`src/sv/rgbhsv_pkg.sv`:
```
// ----------------------------------------------------------------------------
// rgbhsv_pkg
// Shared types and constants of the per-pixel color unit: payload structs,
// operation codes, hue sector codes and the divider geometry.
// ----------------------------------------------------------------------------
package rgbhsv_pkg;

    // Operation codes of the mode register
    localparam logic [2:0] OP_INV_RGB   = 3'd0;
    localparam logic [2:0] OP_INV_ALPHA = 3'd1;
    localparam logic [2:0] OP_INV_ALL   = 3'd2;
    localparam logic [2:0] OP_CLR_R     = 3'd3;
    localparam logic [2:0] OP_CLR_G     = 3'd4;
    localparam logic [2:0] OP_CLR_B     = 3'd5;
    localparam logic [2:0] OP_HSV       = 3'd6;

    // Hue sector, named after the channel that holds the maximum
    localparam logic [1:0] SEC_BLUE  = 2'd0;
    localparam logic [1:0] SEC_GREEN = 2'd1;
    localparam logic [1:0] SEC_RED   = 2'd2;

    // Divider geometry: 17-bit dividend, 9-bit divisor, 8-bit quotient
    localparam int NUM_W = 17;
    localparam int DEN_W = 9;
    localparam int QUO_W = 8;

    // Hue scaling: H = floor((255*h + 180) / 360) by reciprocal and correction
    localparam int             H_SHIFT = 17;
    localparam logic [8:0]     H_RECIP = 9'((1 << H_SHIFT) / 360);
    localparam logic [8:0]     H_DIV   = 9'd360;
    localparam logic [9:0]     H_DIV2  = 10'd720;
    localparam logic [7:0]     H_MAX   = 8'd254;
    localparam logic [7:0]     Q_MAX   = 8'd60;

    typedef struct packed {
        logic [7:0] blue_in;
        logic [7:0] green_in;
        logic [7:0] red_in;
        logic [7:0] alpha_in;
        logic       last_in;
    } in_t;

    typedef struct packed {
        logic [7:0] blue_out;
        logic [7:0] green_out;
        logic [7:0] red_out;
        logic [7:0] alpha_out;
        logic       last_out;
    } out_t;

    // Item context that rides along the pipeline
    typedef struct packed {
        out_t       pix;     // result of the simple operations
        logic       hsv;     // item is converted to HSV
        logic [7:0] v;       // maximum channel
        logic [1:0] sec;     // hue sector
        logic       neg;     // hue offset is negative
        logic       dzero;   // grey pixel
    } side_t;

    typedef struct packed {
        logic [NUM_W-1:0] num_s;
        logic [DEN_W-1:0] den_s;
        logic [NUM_W-1:0] num_q;
        logic [DEN_W-1:0] den_q;
        side_t            side;
    } div_in_t;

    typedef struct packed {
        logic [QUO_W-1:0] quo_s;
        logic [QUO_W-1:0] quo_q;
        side_t            side;
    } div_out_t;

endpackage

```
`src/sv/pixel_color_ops_rgb_to_hsv_unit.sv`:
```
// Throughput: one item per cycle while the output is not stalled; every
// stage is a register with its own valid bit, so a bubble is filled while a
// result waits at the output.
// The hue/saturation path runs through an eight-stage bit-per-stage divider.
// Reset (aresetn, synchronous, active low) empties the pipeline and selects
// the invert RGB operation.
// ----------------------------------------------------------------------------
// pixel_color_ops_rgb_to_hsv_unit
// Per-pixel BGRA operations: channel inversion, channel clearing and RGB to
// HSV conversion, selected by the operation register.
// ----------------------------------------------------------------------------
module pixel_color_ops_rgb_to_hsv_unit (
    input  logic                aclk,
    input  logic                aresetn,
    input  logic                cfg_wr_en,
    input  logic [2:0]          cfg_wr_data,
    input  logic                s_valid,
    output logic                s_ready,
    input  rgbhsv_pkg::in_t     s_data,
    output logic                m_valid,
    input  logic                m_ready,
    output rgbhsv_pkg::out_t    m_data
);

    logic [2:0]           op_reg;

    logic                 a_vld_reg;
    rgbhsv_pkg::side_t    a_side_reg;
    rgbhsv_pkg::side_t    a_side_next;
    logic [7:0]           a_d_reg;
    logic [7:0]           a_d_next;
    logic [7:0]           a_mag_reg;
    logic [7:0]           a_mag_next;
    logic                 a_rdy;

    logic                 b_vld_reg;
    rgbhsv_pkg::div_in_t  b_data_reg;
    rgbhsv_pkg::div_in_t  b_data_next;
    logic                 b_rdy;

    logic                 div_in_ready;
    logic                 div_out_valid;
    rgbhsv_pkg::div_out_t div_out;

    logic                 c_vld_reg;
    rgbhsv_pkg::side_t    c_side_reg;
    logic [7:0]           c_s_reg;
    logic [16:0]          c_nh_reg;
    logic [16:0]          c_nh_next;
    logic                 c_rdy;

    logic                 d_vld_reg;
    rgbhsv_pkg::side_t    d_side_reg;
    logic [7:0]           d_s_reg;
    logic [16:0]          d_nh_reg;
    logic [7:0]           d_q0_reg;
    logic [25:0]          d_prod;
    logic                 d_rdy;

    logic                 e_vld_reg;
    rgbhsv_pkg::side_t    e_side_reg;
    logic [7:0]           e_s_reg;
    logic [7:0]           e_q0_reg;
    logic [9:0]           e_rem_reg;
    logic [16:0]          e_rem_next;
    logic                 e_rdy;

    logic                 m_valid_reg;
    rgbhsv_pkg::out_t     m_data_reg;
    rgbhsv_pkg::out_t     m_data_next;
    logic                 m_rdy;

    // Operation register
    always_ff @(posedge aclk) begin
        if (!aresetn) begin
            op_reg <= rgbhsv_pkg::OP_INV_RGB;
        end else if (cfg_wr_en) begin
            op_reg <= cfg_wr_data;
        end
    end

    // Ready chain: a stage takes a new item when empty or when it drains
    assign m_rdy   = !m_valid_reg || m_ready;
    assign e_rdy   = !e_vld_reg || m_rdy;
    assign d_rdy   = !d_vld_reg || e_rdy;
    assign c_rdy   = !c_vld_reg || d_rdy;
    assign b_rdy   = !b_vld_reg || div_in_ready;
    assign a_rdy   = !a_vld_reg || b_rdy;
    assign s_ready = a_rdy;

    // Stage A: simple operations, max/min, sector and hue offset magnitude
    always_comb begin
        logic [7:0] b;
        logic [7:0] g;
        logic [7:0] r;
        logic [7:0] vmax;
        logic [7:0] vmin;
        logic [1:0] sec;
        logic       neg;
        logic [7:0] mag;

        b = s_data.blue_in;
        g = s_data.green_in;
        r = s_data.red_in;

        a_side_next.pix.blue_out  = b;
        a_side_next.pix.green_out = g;
        a_side_next.pix.red_out   = r;
        a_side_next.pix.alpha_out = s_data.alpha_in;
        a_side_next.pix.last_out  = s_data.last_in;
        case (op_reg)
            rgbhsv_pkg::OP_INV_RGB: begin
                a_side_next.pix.blue_out  = ~b;
                a_side_next.pix.green_out = ~g;
                a_side_next.pix.red_out   = ~r;
            end
            rgbhsv_pkg::OP_INV_ALPHA: begin
                a_side_next.pix.alpha_out = ~s_data.alpha_in;
            end
            rgbhsv_pkg::OP_INV_ALL: begin
                a_side_next.pix.blue_out  = ~b;
                a_side_next.pix.green_out = ~g;
                a_side_next.pix.red_out   = ~r;
                a_side_next.pix.alpha_out = ~s_data.alpha_in;
            end
            rgbhsv_pkg::OP_CLR_R: a_side_next.pix.red_out   = '0;
            rgbhsv_pkg::OP_CLR_G: a_side_next.pix.green_out = '0;
            rgbhsv_pkg::OP_CLR_B: a_side_next.pix.blue_out  = '0;
            default: ;
        endcase

        // Blue is the default maximum; ties keep the earlier channel
        sec  = rgbhsv_pkg::SEC_BLUE;
        vmax = b;
        vmin = g;
        if (g > b) begin
            sec  = rgbhsv_pkg::SEC_GREEN;
            vmax = g;
            vmin = b;
        end
        if (r > vmax) begin
            sec  = rgbhsv_pkg::SEC_RED;
            vmax = r;
        end else if (r < vmin) begin
            vmin = r;
        end

        case (sec)
            rgbhsv_pkg::SEC_RED: begin
                neg = (g < b);
                mag = neg ? (b - g) : (g - b);
            end
            rgbhsv_pkg::SEC_GREEN: begin
                neg = (b < r);
                mag = neg ? (r - b) : (b - r);
            end
            default: begin
                neg = (r < g);
                mag = neg ? (g - r) : (r - g);
            end
        endcase

        a_d_next          = vmax - vmin;
        a_mag_next        = mag;
        a_side_next.hsv   = (op_reg == rgbhsv_pkg::OP_HSV);
        a_side_next.v     = vmax;
        a_side_next.sec   = sec;
        a_side_next.neg   = neg;
        a_side_next.dzero = (a_d_next == 8'd0);
    end

    always_ff @(posedge aclk) begin
        if (!aresetn) begin
            a_vld_reg <= 1'b0;
        end else if (a_rdy) begin
            a_vld_reg <= s_valid;
        end
    end

    always_ff @(posedge aclk) begin
        if (a_rdy) begin
            a_side_reg <= a_side_next;
            a_d_reg    <= a_d_next;
            a_mag_reg  <= a_mag_next;
        end
    end

    // Stage B: dividends and divisors for saturation and hue offset
    always_comb begin
        b_data_next.num_s = 17'(a_d_reg) * 17'd510 + 17'(a_side_reg.v);
        b_data_next.den_s = {a_side_reg.v, 1'b0};
        b_data_next.num_q = 17'(a_mag_reg) * 17'd60;
        b_data_next.den_q = 9'(a_d_reg);
        b_data_next.side  = a_side_reg;
    end

    always_ff @(posedge aclk) begin
        if (!aresetn) begin
            b_vld_reg <= 1'b0;
        end else if (b_rdy) begin
            b_vld_reg <= a_vld_reg;
        end
    end

    always_ff @(posedge aclk) begin
        if (b_rdy) begin
            b_data_reg <= b_data_next;
        end
    end

    rgbhsv_div u_div (
        .aclk      (aclk),
        .aresetn   (aresetn),
        .in_valid  (b_vld_reg),
        .in_ready  (div_in_ready),
        .in_data   (b_data_reg),
        .out_valid (div_out_valid),
        .out_ready (c_rdy),
        .out_data  (div_out)
    );

    // Stage C: sector hue in degrees, then the scaled numerator 255*h + 180
    always_comb begin
        logic [8:0] q;
        logic [8:0] h;

        q = 9'(div_out.quo_q);
        case (div_out.side.sec)
            rgbhsv_pkg::SEC_RED:   h = div_out.side.neg ? (9'd360 - q) : q;
            rgbhsv_pkg::SEC_GREEN: h = div_out.side.neg ? (9'd120 - q) : (9'd120 + q);
            default:               h = div_out.side.neg ? (9'd240 - q) : (9'd240 + q);
        endcase
        // Grey pixel, and a red-sector offset of minus zero, give hue 0
        if (div_out.side.dzero || h >= rgbhsv_pkg::H_DIV) begin
            h = '0;
        end
        c_nh_next = (17'(h) << 8) - 17'(h) + 17'd180;
    end

    always_ff @(posedge aclk) begin
        if (!aresetn) begin
            c_vld_reg <= 1'b0;
        end else if (c_rdy) begin
            c_vld_reg <= div_out_valid;
        end
    end

    always_ff @(posedge aclk) begin
        if (c_rdy) begin
            c_side_reg <= div_out.side;
            c_s_reg    <= div_out.quo_s;
            c_nh_reg   <= c_nh_next;
        end
    end

    // Stage D: quotient estimate by the reciprocal of 360, low by at most one
    assign d_prod = 26'(c_nh_reg) * 26'(rgbhsv_pkg::H_RECIP);

    always_ff @(posedge aclk) begin
        if (!aresetn) begin
            d_vld_reg <= 1'b0;
        end else if (d_rdy) begin
            d_vld_reg <= c_vld_reg;
        end
    end

    always_ff @(posedge aclk) begin
        if (d_rdy) begin
            d_side_reg <= c_side_reg;
            d_s_reg    <= c_s_reg;
            d_nh_reg   <= c_nh_reg;
            d_q0_reg   <= d_prod[24:17];
        end
    end

    // Stage E: remainder of the estimate
    assign e_rem_next = d_nh_reg - 17'(d_q0_reg) * 17'(rgbhsv_pkg::H_DIV);

    always_ff @(posedge aclk) begin
        if (!aresetn) begin
            e_vld_reg <= 1'b0;
        end else if (e_rdy) begin
            e_vld_reg <= d_vld_reg;
        end
    end

    always_ff @(posedge aclk) begin
        if (e_rdy) begin
            e_side_reg <= d_side_reg;
            e_s_reg    <= d_s_reg;
            e_q0_reg   <= d_q0_reg;
            e_rem_reg  <= e_rem_next[9:0];
        end
    end

    // Output stage: correct the hue and pack the result item
    always_comb begin
        logic [7:0] hue;

        hue = e_q0_reg + 8'(e_rem_reg >= 10'(rgbhsv_pkg::H_DIV));
        m_data_next = e_side_reg.pix;
        if (e_side_reg.hsv) begin
            m_data_next.blue_out  = e_side_reg.v;
            m_data_next.green_out = (e_side_reg.v == 8'd0) ? 8'd0 : e_s_reg;
            m_data_next.red_out   = hue;
        end
    end

    always_ff @(posedge aclk) begin
        if (!aresetn) begin
            m_valid_reg <= 1'b0;
        end else if (m_rdy) begin
            m_valid_reg <= e_vld_reg;
        end
    end

    always_ff @(posedge aclk) begin
        if (m_rdy) begin
            m_data_reg <= m_data_next;
        end
    end

    assign m_valid = m_valid_reg;
    assign m_data  = m_data_reg;

`ifndef SYNTHESIS
    // Input backpressure only when every stage is full and the output stalls
    a_full_stall: assert property (@(posedge aclk) disable iff (!aresetn)
        !s_ready |-> (m_valid && !m_ready))
        else $error("input stalled while the pipeline has room");

    // Hue offset quotient never exceeds 60 degrees for a colored pixel
    a_offset_range: assert property (@(posedge aclk) disable iff (!aresetn)
        (div_out_valid && !div_out.side.dzero) |-> (div_out.quo_q <= rgbhsv_pkg::Q_MAX))
        else $error("hue offset quotient out of range");

    // Reciprocal estimate is at most one below the exact quotient
    a_hue_rem: assert property (@(posedge aclk) disable iff (!aresetn)
        e_vld_reg |-> (e_rem_reg < rgbhsv_pkg::H_DIV2))
        else $error("hue remainder needs more than one correction");

    // Scaled hue stays within 0..254
    a_hue_max: assert property (@(posedge aclk) disable iff (!aresetn)
        e_vld_reg |-> (e_q0_reg <= rgbhsv_pkg::H_MAX))
        else $error("hue estimate out of range");
`endif

endmodule

```
`src/sv/rgbhsv_div.sv`:
```
// ----------------------------------------------------------------------------
// rgbhsv_div
// Two-lane pipelined restoring divider, one quotient bit per stage. Lane S
// yields saturation, lane Q the hue offset. Each dividend must be below 256
// times its divisor. Item context travels with the quotients.
// ----------------------------------------------------------------------------
module rgbhsv_div (
    input  logic                 aclk,
    input  logic                 aresetn,
    input  logic                 in_valid,
    output logic                 in_ready,
    input  rgbhsv_pkg::div_in_t  in_data,
    output logic                 out_valid,
    input  logic                 out_ready,
    output rgbhsv_pkg::div_out_t out_data
);

    localparam int NW = rgbhsv_pkg::NUM_W;
    localparam int DW = rgbhsv_pkg::DEN_W;
    localparam int QW = rgbhsv_pkg::QUO_W;

    logic                  vld_reg  [QW];
    logic                  ready_w  [QW+1];
    logic [NW-1:0]         rs_reg   [QW];
    logic [NW-1:0]         rs_next  [QW];
    logic [NW-1:0]         rq_reg   [QW];
    logic [NW-1:0]         rq_next  [QW];
    logic [DW-1:0]         ds_reg   [QW];
    logic [DW-1:0]         dq_reg   [QW];
    logic [QW-1:0]         qs_reg   [QW];
    logic [QW-1:0]         qs_next  [QW];
    logic [QW-1:0]         qq_reg   [QW];
    logic [QW-1:0]         qq_next  [QW];
    rgbhsv_pkg::side_t     side_reg [QW];

    assign ready_w[QW] = out_ready;
    assign in_ready    = ready_w[0];

    for (genvar i = 0; i < QW; i++) begin : g_step
        localparam int SH = QW - 1 - i;

        logic              src_vld;
        logic [NW-1:0]     src_rs;
        logic [NW-1:0]     src_rq;
        logic [DW-1:0]     src_ds;
        logic [DW-1:0]     src_dq;
        logic [QW-1:0]     src_qs;
        logic [QW-1:0]     src_qq;
        rgbhsv_pkg::side_t src_side;
        logic [NW-1:0]     sub_s;
        logic [NW-1:0]     sub_q;
        logic              ge_s;
        logic              ge_q;

        // Pick up the item from the input or the previous stage
        if (i == 0) begin : g_first
            assign src_vld  = in_valid;
            assign src_rs   = in_data.num_s;
            assign src_rq   = in_data.num_q;
            assign src_ds   = in_data.den_s;
            assign src_dq   = in_data.den_q;
            assign src_qs   = '0;
            assign src_qq   = '0;
            assign src_side = in_data.side;
        end else begin : g_later
            assign src_vld  = vld_reg[i-1];
            assign src_rs   = rs_reg[i-1];
            assign src_rq   = rq_reg[i-1];
            assign src_ds   = ds_reg[i-1];
            assign src_dq   = dq_reg[i-1];
            assign src_qs   = qs_reg[i-1];
            assign src_qq   = qq_reg[i-1];
            assign src_side = side_reg[i-1];
        end

        // Trial subtract of the shifted divisor, set one quotient bit
        assign sub_s = NW'(src_ds) << SH;
        assign sub_q = NW'(src_dq) << SH;
        assign ge_s  = (src_rs >= sub_s);
        assign ge_q  = (src_rq >= sub_q);

        assign rs_next[i] = ge_s ? (src_rs - sub_s) : src_rs;
        assign rq_next[i] = ge_q ? (src_rq - sub_q) : src_rq;
        assign qs_next[i] = src_qs | (QW'(ge_s) << SH);
        assign qq_next[i] = src_qq | (QW'(ge_q) << SH);

        // Advance when the stage is empty or its item moves on
        assign ready_w[i] = !vld_reg[i] || ready_w[i+1];

        always_ff @(posedge aclk) begin
            if (!aresetn) begin
                vld_reg[i] <= 1'b0;
            end else if (ready_w[i]) begin
                vld_reg[i] <= src_vld;
            end
        end

        always_ff @(posedge aclk) begin
            if (ready_w[i]) begin
                rs_reg[i]   <= rs_next[i];
                rq_reg[i]   <= rq_next[i];
                ds_reg[i]   <= src_ds;
                dq_reg[i]   <= src_dq;
                qs_reg[i]   <= qs_next[i];
                qq_reg[i]   <= qq_next[i];
                side_reg[i] <= src_side;
            end
        end
    end

    assign out_valid      = vld_reg[QW-1];
    assign out_data.quo_s = qs_reg[QW-1];
    assign out_data.quo_q = qq_reg[QW-1];
    assign out_data.side  = side_reg[QW-1];

endmodule
```
`config.mk`:
```
export PLATFORM = sky130hd
export DESIGN_NAME = pixel_color_ops_rgb_to_hsv_unit
export DESIGN_NICKNAME = d
export VERILOG_FILES = /design/src/sv/rgbhsv_pkg.sv /design/src/sv/pixel_color_ops_rgb_to_hsv_unit.sv /design/src/sv/rgbhsv_div.sv
export SDC_FILE = /design/constraint.sdc
export NUM_CORES = 2
export LEC_CHECK = 0
export BUFFER_PORTS_ARGS = -buffer_cell sky130_fd_sc_hd__buf_2
export CAP_MARGIN = 5
export CORE_ASPECT_RATIO = 0.5
export CORE_MARGIN = 1.5
export CORE_UTILIZATION = 59
export DETAILED_ROUTE_END_ITERATION = 6
export PLACE_DENSITY_LB_ADDON = 0.2
export SYNTH_ARGS = -nofsm -noshare
export SYNTH_HDL_FRONTEND = slang
export SYNTH_HIERARCHICAL = 1
export SYNTH_SLANG_ARGS = --single-unit
export TNS_END_PERCENT = 10
```
`constraint.sdc`:
```
create_clock -name aclk -period 26 [get_ports aclk]
set_clock_uncertainty 0.1 [all_clocks]
set_input_delay 5.2 -clock aclk [delete_from_list [all_inputs] [get_ports aclk]]
set_output_delay 5.2 -clock aclk [all_outputs]
set_load 0.03 [all_outputs]
```
Word-level counts from Yosys, hierarchy flattened
Memory sizes are Yosys's and may differ from the RTL's. A register that Yosys moved wholly into a read port is not among the register bits.
Index checks and enable logic that the tools add are counted.
- add/sub/neg operators: 33
- multiply operators: 4
- $lt $le $gt $ge: 24
- equal/unequal tests: 10
- muxes and demuxes: 80
- bitwise logic cells: 26
- reductions and logical operators: 34
- operators by type and width (kind ; count):
    2-to-1 mux 17 bit ; 16
    2-to-1 mux 8 bit ; 10
    one-hot mux 8 bit (2 select lines) ; 4
    subtractor 8 bit ; 7
    subtractor 17 x 9 -> 17 bit ; 3
    2-to-1 mux 1 bit ; 42
    2-to-1 mux 9 bit ; 4
    greater-or-equal comparator 17 x 10 -> 1 bit ; 2
    greater-or-equal comparator 17 x 11 -> 1 bit ; 2
    greater-or-equal comparator 17 x 12 -> 1 bit ; 2
    greater-or-equal comparator 17 x 13 -> 1 bit ; 2
    greater-or-equal comparator 17 x 14 -> 1 bit ; 2
    greater-or-equal comparator 17 x 15 -> 1 bit ; 2
    greater-or-equal comparator 17 x 9 -> 1 bit ; 2
    subtractor 17 x 10 -> 17 bit ; 2
    subtractor 17 x 11 -> 17 bit ; 2
    subtractor 17 x 12 -> 17 bit ; 2
    subtractor 17 x 13 -> 17 bit ; 2
    subtractor 17 x 14 -> 17 bit ; 2
    subtractor 17 x 15 -> 17 bit ; 2
    < comparator 8 bit ; 4
    NOT 8 bit ; 4
    2-to-1 mux 24 bit ; 1
    multiplier 17 x 7 -> 23 bit (second input constant) ; 1
    other kinds (40) ; 89
- register bits after elaboration: 382
- RAM bits: 920
- output and inout bits: 35
- logic and storage cells: 284
- memories kept: 8
- memory list (name ; words ; bits a word ; read ports ; clocked after Yosys merged registers in ; wr ports ; line ; source):
    u_div.side_reg ; 8 ; 46 ; 8 ; 0 ; 8 ; rgbhsv_div.sv:34 ; rgbhsv_pkg::side_t side_reg [QW];
    u_div.rq_reg ; 8 ; 17 ; 7 ; 0 ; 8 ; rgbhsv_div.sv:26 ; logic [NW-1:0] rq_reg [QW];
    u_div.rs_reg ; 8 ; 17 ; 7 ; 0 ; 8 ; rgbhsv_div.sv:24 ; logic [NW-1:0] rs_reg [QW];
    u_div.dq_reg ; 8 ; 9 ; 7 ; 0 ; 8 ; rgbhsv_div.sv:29 ; logic [DW-1:0] dq_reg [QW];
    u_div.ds_reg ; 8 ; 9 ; 7 ; 0 ; 8 ; rgbhsv_div.sv:28 ; logic [DW-1:0] ds_reg [QW];
    u_div.qq_reg ; 8 ; 8 ; 8 ; 0 ; 8 ; rgbhsv_div.sv:32 ; logic [QW-1:0] qq_reg [QW];
    +2 memories ; n/a ; n/a ; n/a ; n/a ; n/a ; n/a ;

Depth between registers and ports, before layout
- depth after elaboration: 17
- mapped depth: 29
- gate-level depth less buffers: 28

Hierarchy
The synthesis kept the hierarchy.
- modules (own cells, without submodules) (module ; times used ; cells each ; area each (um^2)):
    rgbhsv_div ; 1 ; 2184 ; 33487.1
    pixel_color_ops_rgb_to_hsv_unit ; 1 ; 1738 ; 22077.4

Least setup slack after synthesis
OpenSTA, ideal clock, no wires.
- path type: input-to-output
- start point: in m_ready
- end point: out s_ready
- arrival: 13.156 ns
- data required time: 20.700 ns
- setup slack: 7.544 ns
- stages: 10
- cells stage by stage: nor2b_1 and3_1 nand2_1 nor2b_1 inv_1 nor2_1 and3_1 nand2_1 nor2b_1 nand2_1
- RTL lines (what ; line ; source):
    start, declared ; pixel_color_ops_rgb_to_hsv_unit.sv:21 ; input logic m_ready,
    end, declared ; pixel_color_ops_rgb_to_hsv_unit.sv:18 ; output logic s_ready,

==> flow_metrics.py <==
metrics = {
    "cells_and_area": {
        "fin_nets": 4580,
        "n_fill_cell": 6529,
        "final_cell_mix": "1185 x edfxtp_1, 394 x inv_1, 353 x ha_1",
        "final_cells": 5413,
        "largest_reg_flops": 368,
        "drive_gt1_share_pct": 8.47,
        "layout_commonest_cell": "edfxtp_1",
        "design_area_mm2": 0.0607,
        "area_delta_synth_final_pct": 9.27,
    },
    "synth": {
        "synth_cells": 3922,
        "synthFlopType": "edfxtp_1",
        "synth_area_leaders": "edfxtp_1 64%, ha_1 7.9%, fa_1 3.9%, inv_1 2.7%, xnor2_1 2.0%",
        "synth.avg_cell_area_um2": 14.2,
        "ys_seq_area_share_pct": 64.4,
        "async_reset_ff_share_pct": 0,
        "synth_edf_count": 1185,
        "ys_warn_count": 6,
        "netlist_area_mm2": 0.0556,
        "ys_ff_latch": 1195,
        "synthDistinctLibCells": 93,
        "yosys.area.top_type": "edfxtp_1",
        "yosys.area.top_type_share_pct": 64.0,
    },
    "global_route": {
        "grt.total_usage_pct": 22.2,
        "grt_pass1_vias": 29900,
        "grt_first_pass_wirelength_um": 165000,
        "antenna_found_initial": 5,
        "grt_max_degree": 84,
        "grt_overflow": 0,
    },
    "timing": {
        "finalSetupTns_ps": 0,
        "setup_violations": 0,
        "holdWs_ps": 303,
        "hold_viol": 0,
        "slew_headroom_pct": 20.8,
        "grt_setup_unrepaired": "false",
        "worstMarginPinSlew_ps": 1180,
        "max_freq_ghz": 0.0669,
        "finalCritPeriodShare_pct": 57.5,
        "fin_crit_ps": 14940,
        "slew_violations": 0,
    },
    "setup_path": {
        "cp-start-kind": "input pin",
        "r2r_slack_ps": 20430,
        "r2r_cells": 12,
        "cp_max_fo": 68,
        "cp_top_family": "simple AND/OR/NAND/NOR gates",
        "crit_slowest_cell": "nor2_1",
        "cp-end-kind": "output pin",
        "r2r-end": "b_data_reg[61]",
        "crit_type": "in -> out",
        "arrival_ps": 9640,
        "r2r-start": "m_valid",
        "crit_required_ps": 20700,
        "critPathBufInv": 4,
        "crit_chain": "buf_2 -> nor2b_1 -> and3_1 -> nand2_4 -> nor2b_1 -> inv_2 -> buf_4 -> nor2_1 -> and3_1 -> nand2_4 -> nor2b_1 -> nand2_4 -> buf_2",
        "slowest_delay_ps": 600,
    },
    "die": {
        "dieArea_mm2": 0.0961,
        "core_area_mm2": 0.0931,
        "floorplan.initialDensity_pct": 59.7,
        "die_x_um": 437,
        "die_height_um": 220,
        "io_pins": 76,
        "rows": 79,
    },
    "run": {
        "drv_cap": 0,
    },
    "clock_tree": {
        "clock_sinks": 1195,
        "clkLatencyLatePin_ps": 700,
        "htree_levels": 3,
        "cts.repair.resized": 0,
        "cts_tree": "built",
        "cts_buffer_depth": 3,
        "numCtsBuffers": 98,
        "hold_buffers": 0,
        "root_buffer": "clkbuf_16",
        "cts.reportedPaths.clkPinSlew_ps": 70,
        "postCtsSetupBuffers": 0,
    },
    "routing": {
        "routedWlPerCell_um": 19.4,
        "routed_wl_um": 105000,
        "viasPerCell": 5.64,
        "first_iter_violations": 2575,
        "detail-route-antenna-nets": 0,
        "dr_total_vias": 30600,
        "first_pass_iters": 6,
        "drc": 0,
    },
    "min_path": {
        "holdPathStages": 0,
        "hold_path.class": "reg -> reg",
        "worst_hold_path.endpoint": "u_div/side_reg[6][34]",
        "min-delay-start": "u_div/side_reg[5][34]",
    },
    "placed_design": {
        "dp.cells": 5233,
        "gp_congestion": 0.927,
        "port_buffers": 75,
        "post-dp-hpwl_um": 76200,
        "place_area_mm2": 0.0575,
    },
    "status": {
        "status": "completed",
    },
}
==> area by class of cell <==
type                       instances  area, µm²  share of cell area (%)
timing repair buffer              97        541                   0.890
clock inverter                    67        659                    1.09
multi-input combinational       2284      18100                    29.9
antenna                            1       2.50                 0.00412
inverter                         402       1520                    2.50
clock buffer                     112       2500                    4.13
tap                             1255       1570                    2.59
sequential                      1195      35800                    58.9
==> layer usage <==
metal / up-vias / part of all wire (%) / global-route usage [%]
met4: 2 / 2.0 / 5.36
met5: - / 0.012 / 0
met1: 14800 / 47 / 32.1
met2: 838 / 46 / 35.5
met3: 145 / 5.4 / 3.53
li1: 14800 / - / -
==> how the worst max path moves through the flow <==
stage,from,cells after the start,slack [ps],endpoint
2_1_floorplan,m_ready,10,7540,s_ready
3_3_place_gp,m_ready,13,11140,s_ready
3_5_place_dp,m_ready,13,11000,s_ready
4_1_cts,m_ready,13,10970,s_ready
5_1_grt,m_ready,13,10630,s_ready
6_report,m_ready,13,11060,s_ready
==> synth_stat cells, types with 24 or more instances <==
| cell type | instances |
|---|---|
| nand4_1 | 28 |
| nand2_1 | 166 |
| xor2_1 | 89 |
| o211ai_1 | 24 |
| a211oi_1 | 31 |
| nand3_1 | 64 |
| mux2_2 | 54 |
| nor2_1 | 233 |
| a21oi_1 | 205 |
| a21o_1 | 56 |
| nor3_1 | 49 |
| edfxtp_1 | 1185 |
| nand2b_1 | 45 |
| inv_1 | 401 |
| nor2b_1 | 58 |
| o21a_1 | 50 |
| nor4_1 | 29 |
| ha_1 | 353 |
| o21ai_0 | 161 |
| clkbuf_1 | 42 |
| xnor2_1 | 129 |
| fa_1 | 108 |
==> stage by stage <==
step,worst slack (ps),utilization (%)
finish,11060,65.2
global placement,11140,61.8
global route,10630,65.2
CTS,10970,65.2
floorplan,7540,-
detailed placement,11000,61.8
==> kinds of logic (layout without fill, tap and decap cells) <==
family | Yosys count | count (layout) | share of synthesized area, %
DFF | 1195 | 1195 | 64.4
and+or+nand+nor | 808 | 808 | 7.40
AOI/OAI and AO/OA | 706 | 706 | 8.22
adders and majority gates | 461 | 461 | 11.8
buffers and inverters | 456 | 678 | 3.17
xor gates and xnor gates | 218 | 218 | 3.44
muxes | 77 | 77 | 1.53
other | 1 | 15 | 0.00675
Power is left out: the tool's default activity adds up to more than one toggle a clock period on the data nets, which glitch-free logic cannot reach.
